<file path="src/design/qec_pkg.sv">
`timescale 1ns / 1ps

package qec_pkg;

    // Count and result widths
    localparam int COUNT_WIDTH = 32;
    localparam int FRAC_BITS   = 16;
    localparam int FREQ_WIDTH  = 48;
    localparam int OUT_CNT_W   = 32;

    // Divider sizing: dividend is |count| scaled by 2^FRAC_BITS, divisor is
    // period * ppr * k with k up to 2.
    localparam int CFG_W   = 16;
    localparam int PROD_W  = 2 * CFG_W;
    localparam int DVS_W   = PROD_W + 1;
    localparam int DIV_W   = COUNT_WIDTH + FRAC_BITS;
    localparam int STEP_W  = $clog2(DIV_W);
    localparam int SAT_W   = ((DIV_W > FREQ_WIDTH) ? DIV_W : FREQ_WIDTH) + 1;

    // Configuration register indexes
    localparam logic [1:0] CFG_MODE   = 2'd0;
    localparam logic [1:0] CFG_PPR    = 2'd1;
    localparam logic [1:0] CFG_PERIOD = 2'd2;

    // Counting modes
    localparam logic [1:0] MODE_TACH = 2'd0;
    localparam logic [1:0] MODE_X1   = 2'd1;
    localparam logic [1:0] MODE_X2   = 2'd2;

    // Item command codes
    localparam logic CMD_SAMPLE = 1'b0;
    localparam logic CMD_TICK   = 1'b1;

    // AB state codes used by X2 direction decode
    localparam logic [1:0] AB_00 = 2'b00;
    localparam logic [1:0] AB_01 = 2'b01;
    localparam logic [1:0] AB_10 = 2'b10;
    localparam logic [1:0] AB_11 = 2'b11;

    typedef struct packed {
        logic take_sample;
        logic take_tick;
        logic load_divisor;
        logic div_step;
        logic finish;
    } t_cmd;

    typedef struct packed {
        logic out_free;
    } t_status;

endpackage

</file>
<file path="src/design/qec_in_if.sv">
`timescale 1ns / 1ps

interface qec_in_if;
    logic valid;
    logic ready;
    logic cmd;
    logic chan_a;
    logic chan_b;

    modport source (output valid, output cmd, output chan_a, output chan_b, input ready);
    modport sink   (input valid, input cmd, input chan_a, input chan_b, output ready);
endinterface

</file>
<file path="src/design/qec_out_if.sv">
`timescale 1ns / 1ps

interface qec_out_if;
    logic               valid;
    logic               ready;
    logic signed [31:0] pulse_count;
    logic        [1:0]  ab_state;
    logic signed [47:0] freq_q16;
    logic               period_done;

    modport source (output valid, output pulse_count, output ab_state, output freq_q16,
                    output period_done, input ready);
    modport sink   (input valid, input pulse_count, input ab_state, input freq_q16,
                    input period_done, output ready);
endinterface

</file>
<file path="src/design/qec_ctrl.sv">
`timescale 1ns / 1ps

module qec_ctrl
    import qec_pkg::*;
(
    input  logic    i_clk,
    input  logic    i_rst_n,
    input  logic    i_in_valid,
    input  logic    i_in_cmd,
    input  t_status i_status,
    output logic    o_in_ready,
    output t_cmd    o_cmd
);

    typedef enum logic [1:0] {
        S_IDLE,
        S_MUL,
        S_DIV,
        S_DONE
    } t_state;

    t_state            r_state;
    logic [STEP_W-1:0] r_step;
    logic              accept;

    assign o_in_ready = (r_state == S_IDLE) && i_status.out_free;
    assign accept     = i_in_valid && o_in_ready;

    always_comb begin
        o_cmd              = '0;
        o_cmd.take_sample  = accept && (i_in_cmd == CMD_SAMPLE);
        o_cmd.take_tick    = accept && (i_in_cmd == CMD_TICK);
        o_cmd.load_divisor = (r_state == S_MUL);
        o_cmd.div_step     = (r_state == S_DIV);
        o_cmd.finish       = (r_state == S_DONE) && i_status.out_free;
    end

    always_ff @(posedge i_clk) begin
        if (!i_rst_n) begin
            r_state <= S_IDLE;
            r_step  <= '0;
        end else begin
            unique case (r_state)
                S_IDLE: begin
                    if (accept && (i_in_cmd == CMD_TICK)) begin
                        r_state <= S_MUL;
                    end
                end
                S_MUL: begin
                    r_step  <= STEP_W'(DIV_W - 1);
                    r_state <= S_DIV;
                end
                S_DIV: begin
                    // advance one quotient bit per cycle
                    if (r_step == '0) begin
                        r_state <= S_DONE;
                    end else begin
                        r_step <= r_step - 1'b1;
                    end
                end
                S_DONE: begin
                    if (i_status.out_free) begin
                        r_state <= S_IDLE;
                    end
                end
                default: r_state <= S_IDLE;
            endcase
        end
    end

endmodule

</file>
<file path="src/design/qec_dpath.sv">
`timescale 1ns / 1ps

module qec_dpath
    import qec_pkg::*;
(
    input  logic                  i_clk,
    input  logic                  i_rst_n,
    input  logic                  i_cfg_we,
    input  logic [1:0]            i_cfg_idx,
    input  logic [CFG_W-1:0]      i_cfg_data,
    input  t_cmd                  i_cmd,
    input  logic                  i_chan_a,
    input  logic                  i_chan_b,
    input  logic                  i_out_ready,
    output t_status               o_status,
    output logic                  o_out_valid,
    output logic signed [OUT_CNT_W-1:0]  o_pulse_count,
    output logic [1:0]            o_ab_state,
    output logic signed [FREQ_WIDTH-1:0] o_freq_q16,
    output logic                  o_period_done
);

    // configuration
    logic [1:0]        r_mode;
    logic [CFG_W-1:0]  r_ppr;
    logic [CFG_W-1:0]  r_period;

    // encoder state
    logic [COUNT_WIDTH-1:0] r_count, n_count;
    logic [1:0]             r_prev_ab, n_prev_ab;
    logic                   r_last_a;
    logic                   r_primed;
    logic [FREQ_WIDTH-1:0]  r_freq, n_freq;

    // divider
    logic [DIV_W-1:0]  r_dvd;
    logic [DVS_W-1:0]  r_rem;
    logic [DVS_W-1:0]  r_divisor;
    logic [PROD_W-1:0] r_prod;
    logic              r_neg;
    logic              r_out_valid;

    logic [1:0]             ab;
    logic                   edge_hit;
    logic [COUNT_WIDTH-1:0] mag;
    logic [DVS_W:0]         trial;
    logic                   fits;
    logic [SAT_W-1:0]       q_ext;
    logic [SAT_W-1:0]       q_sat;
    logic [63:0]            cnt_ext;

    assign ab = {i_chan_a, i_chan_b};

    assign edge_hit = (r_mode == MODE_X1) ? (!r_last_a && i_chan_a) : (r_last_a != i_chan_a);

    always_comb begin
        n_count   = r_count;
        n_prev_ab = r_prev_ab;
        if (r_primed && edge_hit) begin
            n_prev_ab = ab;
            unique case (r_mode)
                MODE_TACH: n_count = i_chan_b ? r_count + 1'b1 : r_count - 1'b1;
                MODE_X1:   n_count = i_chan_b ? r_count - 1'b1 : r_count + 1'b1;
                MODE_X2: begin
                    if ((r_prev_ab == AB_11 && ab == AB_00) ||
                        (r_prev_ab == AB_00 && ab == AB_11)) begin
                        n_count = r_count + 1'b1;
                    end else if ((r_prev_ab == AB_10 && ab == AB_01) ||
                                 (r_prev_ab == AB_01 && ab == AB_10)) begin
                        n_count = r_count - 1'b1;
                    end
                end
                default: n_count = r_count;
            endcase
        end else if (!r_primed) begin
            n_prev_ab = ab;
        end
    end

    assign mag = r_count[COUNT_WIDTH-1] ? (~r_count + 1'b1) : r_count;

    // restoring divide step
    assign trial = {r_rem, r_dvd[DIV_W-1]};
    assign fits  = (trial >= {1'b0, r_divisor});

    // saturate magnitude to the signed result range, then apply sign; zero if the divisor is zero
    always_comb begin
        q_ext = SAT_W'(r_dvd);
        q_sat = q_ext;
        if (r_neg) begin
            if (q_ext > (SAT_W'(1) << (FREQ_WIDTH - 1))) begin
                q_sat = SAT_W'(1) << (FREQ_WIDTH - 1);
            end
            n_freq = FREQ_WIDTH'(~q_sat + 1'b1);
        end else begin
            if (q_ext > ((SAT_W'(1) << (FREQ_WIDTH - 1)) - 1'b1)) begin
                q_sat = (SAT_W'(1) << (FREQ_WIDTH - 1)) - 1'b1;
            end
            n_freq = FREQ_WIDTH'(q_sat);
        end
        if (r_divisor == '0) begin
            n_freq = '0;
        end
    end

    assign o_status.out_free = !r_out_valid || i_out_ready;
    assign o_out_valid       = r_out_valid;

    always_ff @(posedge i_clk) begin
        if (!i_rst_n) begin
            r_mode      <= MODE_X1;
            r_ppr       <= CFG_W'(1);
            r_period    <= CFG_W'(1);
            r_count     <= '0;
            r_prev_ab   <= '0;
            r_last_a    <= 1'b0;
            r_primed    <= 1'b0;
            r_freq      <= '0;
            r_out_valid <= 1'b0;
        end else begin
            if (i_cfg_we) begin
                unique case (i_cfg_idx)
                    CFG_MODE:   r_mode   <= i_cfg_data[1:0];
                    CFG_PPR:    r_ppr    <= i_cfg_data;
                    CFG_PERIOD: r_period <= i_cfg_data;
                    default:    ;
                endcase
            end
            if (i_cmd.take_sample) begin
                r_count   <= n_count;
                r_prev_ab <= n_prev_ab;
                r_last_a  <= i_chan_a;
                r_primed  <= 1'b1;
            end
            if (i_cmd.take_tick) begin
                r_count <= '0;
            end
            if (i_cmd.finish) begin
                r_freq <= n_freq;
            end
            if (i_cmd.take_sample || i_cmd.finish) begin
                r_out_valid <= 1'b1;
            end else if (i_out_ready) begin
                r_out_valid <= 1'b0;
            end
        end
    end

    always_ff @(posedge i_clk) begin
        if (i_cmd.take_tick) begin
            r_dvd  <= DIV_W'(mag) << FRAC_BITS;
            r_neg  <= r_count[COUNT_WIDTH-1];
            r_rem  <= '0;
            r_prod <= PROD_W'(r_period) * PROD_W'(r_ppr);
        end
        if (i_cmd.load_divisor) begin
            r_divisor <= (r_mode == MODE_X2) ? {r_prod, 1'b0} : {1'b0, r_prod};
        end
        if (i_cmd.div_step) begin
            r_dvd <= {r_dvd[DIV_W-2:0], fits};
            r_rem <= fits ? DVS_W'(trial - {1'b0, r_divisor}) : DVS_W'(trial);
        end
    end

    // output beat payload
    always_ff @(posedge i_clk) begin
        if (i_cmd.take_sample) begin
            o_pulse_count <= OUT_CNT_W'(64'(signed'(n_count)));
            o_ab_state    <= n_prev_ab;
            o_freq_q16    <= r_freq;
            o_period_done <= 1'b0;
        end else if (i_cmd.finish) begin
            o_pulse_count <= OUT_CNT_W'(cnt_ext);
            o_ab_state    <= r_prev_ab;
            o_freq_q16    <= n_freq;
            o_period_done <= 1'b1;
        end
    end

    assign cnt_ext = 64'(signed'(r_count));

endmodule

</file>
<file path="src/design/quadrature_encoder_counter.sv">
`timescale 1ns / 1ps

// Channel   Dir  Handshake      Payload
// i_in      in   valid/ready    cmd, chan_a, chan_b
// o_out     out  valid/ready    pulse_count, ab_state, freq_q16, period_done
// i_cfg_*   in   write enable   index (0 mode, 1 pulses_per_rev, 2 sample_period), data
//
// A pin sample's beat appears in the output register on the next edge. A period
// tick forms the divisor, then runs the restoring divider that retires one quotient
// bit per cycle, then loads the result; no input beat is taken meanwhile.
// Reset is synchronous, active low; it clears all counting state and loads
// mode X1, pulses_per_rev 1, sample_period 1. A stalled output holds its beat
// and holds off new input beats until it is taken.

module quadrature_encoder_counter
    import qec_pkg::*;
(
    input  logic             i_clk,
    input  logic             i_rst_n,
    qec_in_if.sink           i_in,
    qec_out_if.source        o_out,
    input  logic             i_cfg_we,
    input  logic [1:0]       i_cfg_idx,
    input  logic [CFG_W-1:0] i_cfg_data
);

    t_cmd    cmd;
    t_status status;

    // Controller: sequences the multiply, divide steps and result load.
    qec_ctrl u_ctrl (
        .i_clk      (i_clk),
        .i_rst_n    (i_rst_n),
        .i_in_valid (i_in.valid),
        .i_in_cmd   (i_in.cmd),
        .i_status   (status),
        .o_in_ready (i_in.ready),
        .o_cmd      (cmd)
    );

    // Datapath: edge decode, pulse count, divider and output register.
    qec_dpath u_dpath (
        .i_clk         (i_clk),
        .i_rst_n       (i_rst_n),
        .i_cfg_we      (i_cfg_we),
        .i_cfg_idx     (i_cfg_idx),
        .i_cfg_data    (i_cfg_data),
        .i_cmd         (cmd),
        .i_chan_a      (i_in.chan_a),
        .i_chan_b      (i_in.chan_b),
        .i_out_ready   (o_out.ready),
        .o_status      (status),
        .o_out_valid   (o_out.valid),
        .o_pulse_count (o_out.pulse_count),
        .o_ab_state    (o_out.ab_state),
        .o_freq_q16    (o_out.freq_q16),
        .o_period_done (o_out.period_done)
    );

endmodule
</file>
<file path="src/flat_wrapper.sv">
// flat-port wrapper written by rule: the top's interface ports become plain ports
module quadrature_encoder_counter_flat import qec_pkg::*;
  (i_clk, i_rst_n, i_cfg_we, i_cfg_idx, i_cfg_data, i_in_valid, i_in_cmd, i_in_chan_a, i_in_chan_b, i_in_ready, o_out_valid, o_out_pulse_count, o_out_ab_state, o_out_freq_q16, o_out_period_done, o_out_ready);
  qec_in_if i_in_i ();
  qec_out_if o_out_i ();
  input  logic i_clk;
  input  logic i_rst_n;
  input  logic i_cfg_we;
  input  logic [1:0] i_cfg_idx;
  input  logic [CFG_W-1:0] i_cfg_data;
  input wire logic [$bits(i_in_i.valid)-1:0] i_in_valid;
  input wire logic [$bits(i_in_i.cmd)-1:0] i_in_cmd;
  input wire logic [$bits(i_in_i.chan_a)-1:0] i_in_chan_a;
  input wire logic [$bits(i_in_i.chan_b)-1:0] i_in_chan_b;
  output wire logic [$bits(i_in_i.ready)-1:0] i_in_ready;
  output wire logic [$bits(o_out_i.valid)-1:0] o_out_valid;
  output wire logic [$bits(o_out_i.pulse_count)-1:0] o_out_pulse_count;
  output wire logic [$bits(o_out_i.ab_state)-1:0] o_out_ab_state;
  output wire logic [$bits(o_out_i.freq_q16)-1:0] o_out_freq_q16;
  output wire logic [$bits(o_out_i.period_done)-1:0] o_out_period_done;
  input wire logic [$bits(o_out_i.ready)-1:0] o_out_ready;
  assign i_in_i.valid = i_in_valid;
  assign i_in_i.cmd = i_in_cmd;
  assign i_in_i.chan_a = i_in_chan_a;
  assign i_in_i.chan_b = i_in_chan_b;
  assign i_in_ready = i_in_i.ready;
  assign o_out_valid = o_out_i.valid;
  assign o_out_pulse_count = o_out_i.pulse_count;
  assign o_out_ab_state = o_out_i.ab_state;
  assign o_out_freq_q16 = o_out_i.freq_q16;
  assign o_out_period_done = o_out_i.period_done;
  assign o_out_i.ready = o_out_ready;
  quadrature_encoder_counter u_core (.i_clk(i_clk), .i_rst_n(i_rst_n), .i_in(i_in_i), .o_out(o_out_i), .i_cfg_we(i_cfg_we), .i_cfg_idx(i_cfg_idx), .i_cfg_data(i_cfg_data));
endmodule
</file>
<file path="config.mk">
export PLATFORM = sky130hd
export DESIGN_NAME = quadrature_encoder_counter_flat
export DESIGN_NICKNAME = d
export VERILOG_FILES = /design/src/design/qec_pkg.sv /design/src/design/qec_in_if.sv /design/src/design/qec_out_if.sv /design/src/design/qec_ctrl.sv /design/src/design/qec_dpath.sv /design/src/design/quadrature_encoder_counter.sv /design/src/flat_wrapper.sv
export SDC_FILE = /design/constraint.sdc
export NUM_CORES = 1
export LEC_CHECK = 0
export BUFFER_PORTS_ARGS = -buffer_cell sky130_fd_sc_hd__buf_2
export CORE_UTILIZATION = 40
export CTS_CLUSTER_SIZE = 40
export DETAILED_ROUTE_END_ITERATION = 10
export HOLD_SLACK_MARGIN = 0.1
export SLEW_MARGIN = 20
export SYNTH_ARGS = -nofsm -noshare
export SYNTH_HDL_FRONTEND = slang
export SYNTH_HIERARCHICAL = 1
export SYNTH_SLANG_ARGS = --single-unit
</file>
<file path="constraint.sdc">
create_clock -name i_clk -period 13.9 [get_ports i_clk]
set_input_delay 2.085 -clock i_clk [delete_from_list [all_inputs] [get_ports i_clk]]
set_output_delay 2.085 -clock i_clk [all_outputs]
set_load 0.02 [all_outputs]
</file>
# == Word-level counts from Yosys, hierarchy flattened ==
# Cells that the tools add are included.
# classes
n_addsub,6
n_mux,35
n_lt_le_gt_ge,3
reduce_logical,34
n_mul,1
n_eq_ne,18
bitwise,4
# ops
op,n
$mux W48,9
$mux W32,9
$mux W33,3
$pmux W32 S3,1
$add A32 B1 Y32 const B,2
$add A48 B1 Y48 const B,1
$gt A48 B47 Y1 const B,1
$gt A48 B48 Y1 const B,1
$not A48 Y48,1
$ge A34 B33 Y1,1
$logic_not A33 Y1,1
$sub A33 B33 Y33,1
$mul A16 B16 Y32,1
$not A32 Y32,1
$sub A32 B1 Y32 const B,1
$eq A2 B2 Y1 const B,8
$mux W2,7
$pmux W6 S2,1
$logic_and A1 B1 Y1,11
$eq A2 B1 Y1 const B,5
$logic_not A2 Y1,5
$pmux W2 S4,1
$reduce_and A2 Y1,4
$reduce_bool A2 Y1,4
12 further kinds,21
# word_totals
ff_bits,357
out_inout_bits,85

# == Longest topological paths before layout ==
# logic_depth
depth_word,9
ltp_mapped,24
mapped_depth_nobuf,22

# == Modules after synthesis ==
# The synthesis kept the hierarchy.
# by_module_without_submodules
module,area_per_inst_um2,instances,cells_each,seq_area_each_um2
qec_dpath,27724.1,1,3113,9278.9
qec_ctrl,528.0,1,61,160.2

# == Worst setup path after synthesis ==
# OpenSTA, ideal clock, no wires.
# synth_path
kind,flip-flop to flip-flop
start,register u_core.u_dpath.r_ppr[9]
end,"register u_core.u_dpath.r_prod[31], data pin"
path_slack_ns,7.592
t_required_ns,13.640
stages_incl_launch_ff,25
t_arrival_ns,6.048
cell_sequence,dfxtp_1 -> clkbuf_1 -> clkbuf_1 -> nand2_1 -> fa_1 -> inv_1 -> fa_1 -> inv_1 -> fa_1 -> inv_1 -> fa_1 -> fa_1 -> inv_1 -> fa_1 -> inv_1 -> ha_1 -> and4_1 -> nand4_1 -> a311oi_1 -> nor2_1 -> a21o_1 -> o311ai_0 -> a21o_1 -> a21oi_1 -> xnor2_1
# synth_between
elab_chain_len,1
# synth_lines
item,line_no,source
from (decl),qec_dpath.sv:25,logic [CFG_W-1:0] r_ppr;
from (signal assigned),qec_dpath.sv:124,CFG_PPR: r_ppr <= i_cfg_data;
$mul A16 B16 Y32,qec_dpath.sv:154,r_prod <= PROD_W'(r_period) * PROD_W'(r_ppr);
to (signal assigned),qec_dpath.sv:154,
to (decl),qec_dpath.sv:39,logic [PROD_W-1:0] r_prod;
# Every way passes these cells.
# A chain may end at the register's enable or synchronous reset.

# == Final worst setup path ==
# layout_path
start,register u_core.u_dpath.r_ppr[3]
end,"register u_core.u_dpath.r_prod[31], data pin"
# The elaborated chain is that of the path after synthesis.

==> results.md <==
- Clk pwr share: 24.7%
- Setup Slack @ Placement: 7.08 ns
- Sw Share: 39.6%
- R2R depth: 20
- Max-Cap Viols: 0
- Pint: 2.65 mW
- Ys Warns: 6
- Proportion of synthesized area in mux cells: 0.509%
- IO Count: 111
- Sequential share of power: 38.2%
- Number of remaining DRC errors: 0
- Final Hold Fails: 0
- Compound-Gate Fraction of Synth Area: between 10% and 20%
- Worst setup path end: u_core/u_dpath/r_prod[31]$_DFFE_PP_
- Most frequent cells in the layout: nand2_1, inv_1, edfxtp_1, o21ai_0, fa_1
- Placed wire-length estimate: 54000 microns
- Layout Skew: 0.0175 ns
- Crit Path Class: flip-flop to flip-flop
- Worst R2R Start: u_core/u_dpath/r_ppr[3]$_SDFFE_PN0P_
- Clock sink total: 357
- Final period util: approximately half
- CTS tree: done
- Die width: about 270 microns
- Sw power: 1.74 mW
- Bufs on Longest Clock Path: 3
- Num rows: 97
- Final slew viol count: 0
- First-pass GRT wire length: 119000 microns
- Nets: roughly 3600
- Largest net degree at the start of global routing: 84
- Setup violations, final: 0
- Unrepaired setup endpoints after global routing: no
- Post-CTS Hold Buffers: 0
- Minimum clock period: roughly 6.8 ns
- Worst-Margin Slew: 1.10 ns
- Power per cell area: 142 mW/mm^2
- Register area share after synthesis: 33.4%
- Fmax achieved: 146 MHz
- N_diodes: 0
- Syn Inst Count: 3174
- CP required: 14.22 ns
- Share of cells above drive strength 1: 8.06%
- Distinct cell type count after synthesis: 92
- Clk pin slew, worst setup/hold paths: 0.06 ns
- Dpl cells: slightly above 4000
- # fillers: 6889
- Largest family of logic cells by synthesized area: simple AND/OR/NAND/NOR gates
- Vias in the first global route: 21234
- Skew-Pair Late Insertion Delay: slightly below 0.6 ns
- Commonest non-fill, non-tap cell in the layout: nand2_1
- Gp weighted congestion: 0.892
- Worst Setup SP: u_core/u_dpath/r_ppr[3]$_SDFFE_PN0P_
- Critical Path Fanout Max: 17
- Post-synth net total: 3543
- Worst min-delay path category: flip-flop to flip-flop
- Core ar.: around 0.070 sq mm
- Status: completed
- Synth Area in XOR/XNOR: 3.01%
- Setup TNS: 0 ns
- Min Hold Slack: around 0.45 ns
- Rel. slew slack: 25.9%
- Initial Util: 40.4%
- TritonRoute pass-1 iters: 5
- Post-CTS Resized: 0
- Mean Syn Cell Area: between 8 and 9 sq um
- DP Area: 0.0296 sq mm
- Post-synth EDFFs: approximately 230
- Main synth FF type: edfxtp_1
- 1st-iter DRT viols: approximately 1900
- Startpoint Class: flip-flop
- Crit Reg-Reg Endpoint: u_core/u_dpath/r_prod[31]$_DFFE_PP_
- Yosys reg bits: 357
- Worst setup margin: 7.07 ns
- Final instance area: about 0.03 sq mm
- Initial antenna violation count: 0
- Synthesized-area fraction occupied by adder cells: 20.4%
- Pleak: 12.8 nW
- Synthesized area: 0.0283 sq mm
- CTS Buf Count: 41
- Vias per std cell: 5.42
- Die Height: 268 microns
- Routed length per placed instance: 17.8 microns
- Layout Cells excl Fill: 4154
- Logic pwr share: a little under two fifths
- Number of buffers added for setup after CTS: 0
- Async SR Flop Fraction: 0%
- Port buffer count: 110
- Antenna viol nets, final: 0
- Routed vias: 22516
- DIE AREA: 0.0717 sq mm
- R2R Setup Slk: 7.07 ns
- GRT Util Overall: 20.8%
- Gr ovfl total: 0
- Critical Path AT: 7.15 ns
- Simple-Gate Fraction of Synth Area: 20.6%
- VDD IR max: 0.104 mV
- Htree depth: 2
- WL final: approximately 74000 microns
- Area growth syn-to-layout: 9.43%
- CP Capture Type: flip-flop
- Cell at the root of the clock tree: clkbuf_16
[cell families (layout without fill, tap and decap cells)]
family / after synthesis / in the layout
AND/OR/NAND/NOR: 1212 / 1212
flip-flops: 357 / 357
adder cells (fa/ha/maj): 343 / 343
multiplexers: 14 / 14
AO/OA/AOI/OAI: 680 / 680
XOR/XNOR: 97 / 97
buffers and inverters: 471 / 511
[sequential cells by signal, summed over array words and instances (netlist names)]
register,cells
u_core/u_dpath/r_count,32
u_core/u_dpath/r_primed,1
u_core/u_dpath/r_ppr,16
u_core/u_dpath/o_out_valid,1
u_core/u_ctrl/r_step,6
u_core/u_dpath/o_period_done,1
u_core/u_dpath/r_dvd,48
u_core/u_dpath/r_mode,2
u_core/u_dpath/o_ab_state,2
u_core/u_dpath/r_divisor,33
u_core/u_dpath/o_pulse_count,32
u_core/u_dpath/r_prod,32
u_core/u_dpath/r_period,16
u_core/u_dpath/o_freq_q16,48
u_core/u_dpath/r_prev_ab,2
u_core/u_dpath/r_last_a,1
u_core/u_dpath/r_rem,33
u_core/u_dpath/r_freq,48
u_core/u_dpath/r_neg,1
u_core/u_ctrl/r_state,2
[power groups by stage]
stage / Sequential, mW / Clock (mW) / Combinational [mW]
after global placement: 1.69 / 0 / 1.62
after global routing: 1.71 / 1.15 / 1.82
after floorplan: 1.69 / 0 / 1.14
after CTS: 1.68 / 1.12 / 1.63
final: 1.68 / 1.08 / 1.63
after detailed placement: 1.69 / 0 / 1.62
[synth_stat cells, drive strengths merged (49+ instances only)]
cell type	count	area (sq um)
a21boi	49	372
clkbuf	157	589
fa	195	3900
edfxtp	229	6880
nor2b	54	338
a21oi	127	643
nand2	545	2050
ha	148	1850
xnor2	57	499
dfxtp	128	2560
o21ai	215	1080
nor2	145	552
nand3	80	400
and2	144	901
inv	290	1090
nor3	64	335
[layer usage]
metal	vias to the layer above	GRT usage, %	routed length (microns)
met5	-	0	0
met4	0	4.93	1490
met3	96	3.13	5130
met2	769	31.1	31900
met1	10727	31.2	35600
li1	10924	-	-
[final cells by class]
type	instances	area (sq um)	share of cell area, %
inverter	293	1100	3.56
sequential	357	9440	30.5
timing repair buffer	142	791	2.56
clock buffer	56	1150	3.74
multi-input combinational	2346	17100	55.2
clock inverter	20	190	0.615
tap	940	1180	3.80
[critical path, stage by stage (launching register included)]
cell	delay, ns
dfxtp_1	0.80
nand2_1	0.17
fa_1	0.59
fa_1	0.44
fa_1	0.43
fa_1	0.59
inv_1	0.06
fa_1	0.49
inv_1	0.06
fa_1	0.55
inv_1	0.05
ha_1	0.38
and4_1	0.26
nand4_1	0.10
a311oi_1	0.45
nor2_1	0.08
a21o_1	0.22
o311ai_0	0.50
a21o_1	0.18
a21oi_1	0.07
xnor2_1	0.12
[per-stage QoR]
step	total power [mW]	utilization (%)
2_1_floorplan	2.83	-
3_3_place_gp	3.31	42.3
3_5_place_dp	3.32	42.3
4_1_cts	4.42	44.2
5_1_grt	4.68	44.2
6_report	4.40	44.2
[worst min path at each step]
stage                                        endpoint                                    from  depth (start not counted)
2_1_floorplan  u_core/u_dpath/r_freq[16]$_SDFFE_PN0P_  u_core/u_dpath/r_freq[16]$_SDFFE_PN0P_                          2
3_3_place_gp   u_core/u_dpath/r_freq[22]$_SDFFE_PN0P_  u_core/u_dpath/r_freq[22]$_SDFFE_PN0P_                          2
3_5_place_dp   u_core/u_dpath/r_freq[22]$_SDFFE_PN0P_  u_core/u_dpath/r_freq[22]$_SDFFE_PN0P_                          2
6_report       u_core/u_dpath/r_freq[35]$_SDFFE_PN0P_  u_core/u_dpath/r_freq[35]$_SDFFE_PN0P_                          2
5_1_grt        u_core/u_dpath/r_freq[30]$_SDFFE_PN0P_  u_core/u_dpath/r_freq[30]$_SDFFE_PN0P_                          2
4_1_cts        u_core/u_dpath/r_freq[35]$_SDFFE_PN0P_  u_core/u_dpath/r_freq[35]$_SDFFE_PN0P_                          2
Note: power is estimated with default switching activity, not from simulation.
